==> src/hdl/btpc_pkg.sv <==
// Package: shared constants, types and register indexes for the compensation block
`timescale 1ns / 1ps
package btpc_pkg;
    localparam logic [15:0] AC1_RST = 16'd408;
    localparam logic [15:0] AC2_RST = 16'hFFB8;
    localparam logic [15:0] AC3_RST = 16'hC7D1;
    localparam logic [15:0] AC4_RST = 16'd32741;
    localparam logic [15:0] AC5_RST = 16'd32757;
    localparam logic [15:0] AC6_RST = 16'd23153;
    localparam logic [31:0] B1B2_RST = 32'd405667844;
    localparam logic [31:0] MCMD_RST = 32'd3724086068;

    localparam logic [2:0] REG_AC1  = 3'd0;
    localparam logic [2:0] REG_AC2  = 3'd1;
    localparam logic [2:0] REG_AC3  = 3'd2;
    localparam logic [2:0] REG_AC4  = 3'd3;
    localparam logic [2:0] REG_AC5  = 3'd4;
    localparam logic [2:0] REG_AC6  = 3'd5;
    localparam logic [2:0] REG_B1B2 = 3'd6;
    localparam logic [2:0] REG_MCMD = 3'd7;

    typedef struct packed {
        logic [15:0] ac1;
        logic [15:0] ac2;
        logic [15:0] ac3;
        logic [15:0] ac4;
        logic [15:0] ac5;
        logic [15:0] ac6;
        logic [31:0] b1b2;
        logic [31:0] mcmd;
    } t_cal;

    function automatic logic [31:0] sx16(input logic [15:0] v);
        sx16 = {{16{v[15]}}, v};
    endfunction

    function automatic logic [31:0] asr(input logic [31:0] x, input int n);
        asr = 32'($signed(x) >>> n);
    endfunction
endpackage

==> src/hdl/btpc_cfg.sv <==
// Calibration register file
`timescale 1ns / 1ps
module btpc_cfg (
    input  logic             i_clk,
    input  logic             i_rst_n,
    input  logic             i_cfg_valid,
    output logic             o_cfg_ready,
    input  logic [2:0]       i_cfg_index,
    input  logic [31:0]      i_cfg_data,
    output btpc_pkg::t_cal   o_cal
);
    btpc_pkg::t_cal r_cal;
    assign o_cfg_ready = 1'b1;
    assign o_cal = r_cal;

    always_ff @(posedge i_clk) begin
        if (!i_rst_n) begin
            r_cal.ac1  <= btpc_pkg::AC1_RST;
            r_cal.ac2  <= btpc_pkg::AC2_RST;
            r_cal.ac3  <= btpc_pkg::AC3_RST;
            r_cal.ac4  <= btpc_pkg::AC4_RST;
            r_cal.ac5  <= btpc_pkg::AC5_RST;
            r_cal.ac6  <= btpc_pkg::AC6_RST;
            r_cal.b1b2 <= btpc_pkg::B1B2_RST;
            r_cal.mcmd <= btpc_pkg::MCMD_RST;
        end else if (i_cfg_valid) begin
            unique case (i_cfg_index)
                btpc_pkg::REG_AC1:  r_cal.ac1  <= i_cfg_data[15:0];
                btpc_pkg::REG_AC2:  r_cal.ac2  <= i_cfg_data[15:0];
                btpc_pkg::REG_AC3:  r_cal.ac3  <= i_cfg_data[15:0];
                btpc_pkg::REG_AC4:  r_cal.ac4  <= i_cfg_data[15:0];
                btpc_pkg::REG_AC5:  r_cal.ac5  <= i_cfg_data[15:0];
                btpc_pkg::REG_AC6:  r_cal.ac6  <= i_cfg_data[15:0];
                btpc_pkg::REG_B1B2: r_cal.b1b2 <= i_cfg_data;
                default:            r_cal.mcmd <= i_cfg_data;
            endcase
        end
    end
endmodule

==> config.mk <==
export PLATFORM = sky130hd
export DESIGN_NAME = btpc_cfg
export DESIGN_NICKNAME = d
export VERILOG_FILES = /design/src/hdl/btpc_pkg.sv /design/src/hdl/btpc_cfg.sv
export SDC_FILE = /design/constraint.sdc
export NUM_CORES = 1
export LEC_CHECK = 0
export ABC_AREA = 1
export BUFFER_PORTS_ARGS = -buffer_cell sky130_fd_sc_hd__clkbuf_2
export CAP_MARGIN = 20
export CORE_MARGIN = 2
export CORE_UTILIZATION = 54
export CTS_CLUSTER_DIAMETER = 120
export DETAILED_ROUTE_END_ITERATION = 7
export PLACE_DENSITY = 0.84
export SYNTH_ARGS = -nofsm -noshare
export SYNTH_HDL_FRONTEND = slang
export SYNTH_SLANG_ARGS = --single-unit
==> constraint.sdc <==
create_clock -name i_clk -period 2.7 [get_ports i_clk]
set_clock_uncertainty 0.2 [all_clocks]
set_input_delay 0.135 -clock i_clk [delete_from_list [all_inputs] [get_ports i_clk]]
set_output_delay 0.135 -clock i_clk [all_outputs]
set_load 0.005 [all_outputs]
==> run metrics, run 1 <==
final wirelength ~18 mm; Diodes inserted 0; GRT Residual Overflow 0; Routed wire per std cell 15.5 µm; initial core utilization 55.4%; Rel. slew slack between 40% and 50%; Fillers ~840; vias per cell approximately 5.2; Rows 38; layout cells sized above 1 between 20% and 30%; power density over the cells ~690 nW/µm²; CTS Buf Count 17; minimum clock period 1980 ps; P_leak slightly above 4 nW; Setup violations, final 0; Seq pwr share 45.2%; Int Pwr 4.22 mW; Mapped Area between 6000 and 7000 µm²; initial antenna violation count 0; Placed Area between 7000 and 8000 µm²; Worst-path clk slew roughly 70 ps; Worst path slowest cell nor2_4; IO Count slightly below 200; Synth cell types 15; startpoint types input port; post-synthesis area per instance between 7 and 8 µm²; DIE AREA roughly 12000 µm²; detailed placer's ending HPWL ~12 mm; Worst VDD drop ~0.58 mV; status completed; Sw Share a little under a quarter; crit share post-route 73.2%; syn_nets a little under 900; Syn Inst Count 827; fin area between 8000 and 9000 µm²; worst skew pair latency 530 ps; antenna-violating nets left 0; yosys warns 0; worst slew pin tran 785 ps; synthesis-stage register bit count 160; final-stage net count between 1000 and 1500; combinational group share of total power between 9 and 10%; CTS max path bufs 2; CTS tree done; Required @ worst endpoint ~2900 ps; total iterations of the first detailed-routing run 6; die width around 110 µm; # H-tree levels 4; die height 109 µm; PortBufs ~200; Finished Layout Cells 1193; final hold vios 0; CTS Root Cell clkbuf_8; Tot Pwr around 5.5 mW; Crit. End Element flop; worst setup slack after placement 829 ps; Data arrival, critical path about 2200 ps; Largest register FFs 160; post_cts resized 0; post-layout util 73.9%; GRT Util Overall about a third; Placed Cells 1127; Max Slew Vio Count 0; switching power around 1.3 mW; number of global-route vias before repair 5784; largest net degree at the start of global routing 62; first-pass GRT wire length between 20 and 30 mm; crit path kind in2reg; worst-path cell chain dlygate4sd3_1, clkbuf_2, nand2_2, nor2_4, inv_2, nand2_1, nand3_1; CP delay by family, top buffers and inverters; Clock Power Share around 46%; register area share after synthesis 53.4%; final hold slack ~48 ps; via count between 6000 and 7000; unrepaired setup endpoints after global routing no; Max-Cap Viols 0; HP Class in2reg; First DRT Iteration DRCs 571; gpl congestion between 0.8 and 0.9; slowest stage delay, CP around 640 ps; Fmax ~510 MHz; Area Overhead vs Synth 33.5%; DRC 0; setup TNS 0 ps; Max Fanout on Critical Path 35; final worst setup slack 725 ps; CTS Sinks 160; Worst Path Buf+Inv 3; Core Area between 10000 and 15000 µm²
power by group through the flow:
stage	sequential (mW)	combinational, mW	clock (mW)
final	2.49	0.510	2.51
after global routing	2.50	0.568	2.64
after CTS	2.49	0.505	2.52
after detailed placement	2.54	0.458	0
after global placement	2.54	0.449	0
after floorplan	2.55	0.243	0
layer usage:
layer,vias up,track usage (%),wire length [µm]
met3,43,8.30,1840
met2,333,51.8,8570
met5,-,0,0
li1,3005,-,-
met1,2873,39.8,7540
met4,0,11.8,522
path summary, 6_finish.rpt:
kind	from	slack [ps]	endpoint	cells after the start
hold reg to reg	o_cal[59]	260	o_cal[59]	2
hold / removal	i_cfg_valid	50	o_cal[66]	5
setup / recovery	i_cfg_index[1]	720	o_cal[21]	7
setup reg to reg	o_cal[71]	1860	o_cal[71]	2
logic make-up after synthesis:
| family | Yosys count | synth area share [%] |
|---|---|---|
| other | 1 | 0.0625 |
| and+or+nand+nor | 582 | 40.1 |
| buffers and inverters | 84 | 6.48 |
| DFF | 160 | 53.4 |
what timing repair did:
item,in CTS,in global routing
buffers inserted,0,0
hold endpoints to repair,160,0
hold buffers,37,0
cells in the final DEF, fill, tap and decap left out:
cell type / synthesis / routed
nand2_1: 268 / 268
clkbuf_2: 0 / 196
dfxtp_1: 160 / 160
nor2_1: 157 / 155
nand3_1: 146 / 146
dlygate4sd3_1: 0 / 37
inv_1: 33 / 33
clkbuf_16: 0 / 16
buf_4: 6 / 11
nor2_2: 7 / 8
bufinv_16: 0 / 5
clkinv_2: 0 / 4
nor2_4: 2 / 3
inv_2: 2 / 2
nand2_2: 2 / 2
clkinvlp_4: 0 / 2
buf_12: 0 / 2
conb_1: 1 / 1
clkbuf_8: 0 / 1
clkinv_4: 0 / 1
tightest hold or removal path: stages:
cell and delay, ps:
clkbuf_2 110, nand2_2 190, nor2_4 150, nor2_1 110, nor2_1 50
synthesized netlist by cell type:
cell type	number	area share, %
buf_6	4	0.75
dfxtp_1	160	53
nor2_1	157	9.8
nand2_2	2	0.21
buf_4	6	0.75
clkbuf_1	14	0.88
nor2_2	7	0.73
buf_2	17	1.4
inv_2	2	0.13
nand2_1	268	17
nand3_1	146	12
nor2_4	2	0.38
inv_1	33	2.1
buf_1	8	0.50
conb_1	1	0.062
area by class of cell:
type / instances / area (µm²) / share of cell area (%)
Clock inverter: 12 / 194 / 2.42
Sequential cell: 160 / 3200 / 40.0
Tap cell: 140 / 175 / 2.19
Multi-Input combinational cell: 583 / 2420 / 30.2
Clock buffer: 17 / 414 / 5.17
Inverter: 35 / 131 / 1.64
Timing Repair Buffer: 246 / 1470 / 18.4
(Power assumes the default switching activity.)
==> run 2: changes to the inputs <==
Settings changed: CORE_UTILIZATION 54 to 45, PLACE_DENSITY 0.84 to 0.74.
Clock period 2.7 ns to 1.76 ns, I/O delays scaled along.
==> run metrics, run 2 (synthesis gave the netlist of run 1 again) <==
status completed; die height about 120 µm; total iterations of the first detailed-routing run 5; initial antenna violation count 1; Data arrival, critical path between 1500 and 2000 ps; Setup violations, final 0; detailed placer's ending HPWL roughly 12 mm; Max Slew Vio Count 0; antenna-violating nets left 0; CTS Buf Count 17; Critical Path End o_cal[92]; top sig layer met4; PortBufs 197; met3 routed WL about 1.7 mm; FF-to-FF End o_cal[130]; first-pass GRT wire length 29.0 mm; Worst VDD drop 0.591 mV; Routed wire per std cell approximately 15 µm; worst setup slack after placement between 50 and 60 ps; layout cells sized above 1 about a quarter; final wirelength 18.6 mm; CTS tree done; Rows between 40 and 50; final hold vios 0; Core Area 13100 µm²; power density over the cells around 1100 nW/µm²; worst-path cell chain dlygate4sd3_1, clkbuf_2, nor2_2, nand2_1, nand2_1, nand3_1; critical path startpoint i_cfg_index[0]; minimum clock period about 1700 ps; R2R setup slack 950 ps; Fillers 1238; CTS Root Cell clkbuf_16; Crit. End Element flop; most frequent cells in the layout 265 x nand2_1, 196 x clkbuf_2, 160 x dfxtp_1; HP Class in2reg; Worst-path clk slew around 60 ps; Area Overhead vs Synth 36.8%; Fmax about 600 MHz; Required @ worst endpoint 1870 ps; Register Area 3200 µm²; GRT Util Overall roughly a quarter; Largest register FFs between 150 and 200; die width 119 µm; unrepaired setup endpoints after global routing no; gpl congestion about 0.83; M1 wire length about 7.8 mm; crit path kind in2reg; worst r2r src o_cal[130]; vias per cell 4.89; P_leak 4.12 nW; IO Count 199; setup TNS 0 ps; startpoint types input port; multi-input logic area approximately 2400 µm²; leading cell type in the layout, fill and taps excluded nand2_1; final hold slack between 100 and 150 ps; largest net degree at the start of global routing 45; Max Fanout on Critical Path 13; via count approximately 6100; Reg2Reg Depth 2; DIE AREA ~14000 µm²; # H-tree levels 4; hold depth 5; CTS Sinks 160; CTS max path bufs 2; most used cell, CP nand2_1; slowest stage delay, CP between 500 and 600 ps; Worst path slowest cell dlygate4sd3_1; number of global-route vias before repair between 5000 and 6000; final worst setup slack 104 ps; DRC 0; worst skew pair latency between 400 and 500 ps; crit share post-route 94.1%; final-stage net count 1090; First DRT Iteration DRCs 475; GRT Residual Overflow 0; initial core utilization around 46%; DR WL met2 approximately 8.7 mm; Max-Cap Viols 0
==> run 2: cell count changes in the layout (fill, tap and decap cells not counted) <==
cell,before,now
buf_12,2,5
buf_4,11,17
clkbuf_8,1,0
diode_2,0,1
clkinv_2,4,2
clkinvlp_4,2,5
clkbuf_1,0,1
nand2_1,268,265
clkbuf_16,16,17
clkinv_4,1,2
nand2_2,2,5
==> run 2: metrics by stage <==
stage | instances | power [mW] | cell area [µm²] | util [%]
detailed placement | 1172 | 4.63 | 7180 | 54.7
floorplan | 827 | 4.28 | 6000 | -
global route | 1242 | 8.94 | 8210 | 62.5
finish | 1242 | 8.62 | 8210 | 62.5
CTS | 1241 | 8.67 | 8200 | 62.4
global placement | 1172 | 4.61 | 7180 | 54.7
==> run 2: worst min path at each step <==
stage,to,slack (ps),startpoint
final,o_cal[65],100,i_cfg_index[2]
after global routing,o_cal[65],100,i_cfg_index[2]
after CTS,o_cal[65],60,i_cfg_index[2]
after detailed placement,o_cal[19],120,i_cfg_data[19]
after global placement,o_cal[19],120,i_cfg_data[19]
after floorplan,o_cal[112],1,i_cfg_data[0]
==> run 2: power by group <==
part	internal (mW)	leakage (nW)	total, mW	switching [mW]
combinational	0.323	2.52	0.797	0.474
clock	2.51	0.298	4.00	1.49
sequential	3.75	1.30	3.82	0.0725
==> run 2: cell type report <==
| class | count | share of cell area [%] |
|---|---|---|
| Clock buffer | 18 | 5.23 |
| Multi-Input combinational cell | 583 | 29.6 |
| Inverter | 35 | 1.60 |
| Timing Repair Buffer | 255 | 19.2 |
| Clock inverter | 14 | 2.62 |
| Tap cell | 176 | 2.68 |
| Sequential cell | 160 | 39.0 |
| Antenna cell | 1 | 0.0305 |
==> run 2: per-layer routing <==
| metal | track usage (%) | vias to the layer above |
|---|---|---|
| li1 | - | 3026 |
| met5 | 0 | - |
| met2 | 40.9 | 255 |
| met4 | 9.26 | 0 |
| met3 | 8.52 | 34 |
| met1 | 33.8 | 2759 |
==> run 2: critical path, delay by kind of cell <==
kind                   cells  cell delay, ps
AND/OR/NAND/NOR            4             930
buffers and inverters      2             730
==> run 2: what timing repair did <==
| item | in CTS | in global routing |
|---|---|---|
| endpoints found under the setup margin | 0 | 8 |
| hold endpoints to repair | 136 | 0 |
| resized for setup | 0 | 3 |
| buffers inserted | 0 | 0 |
| hold buffers | 37 | 0 |
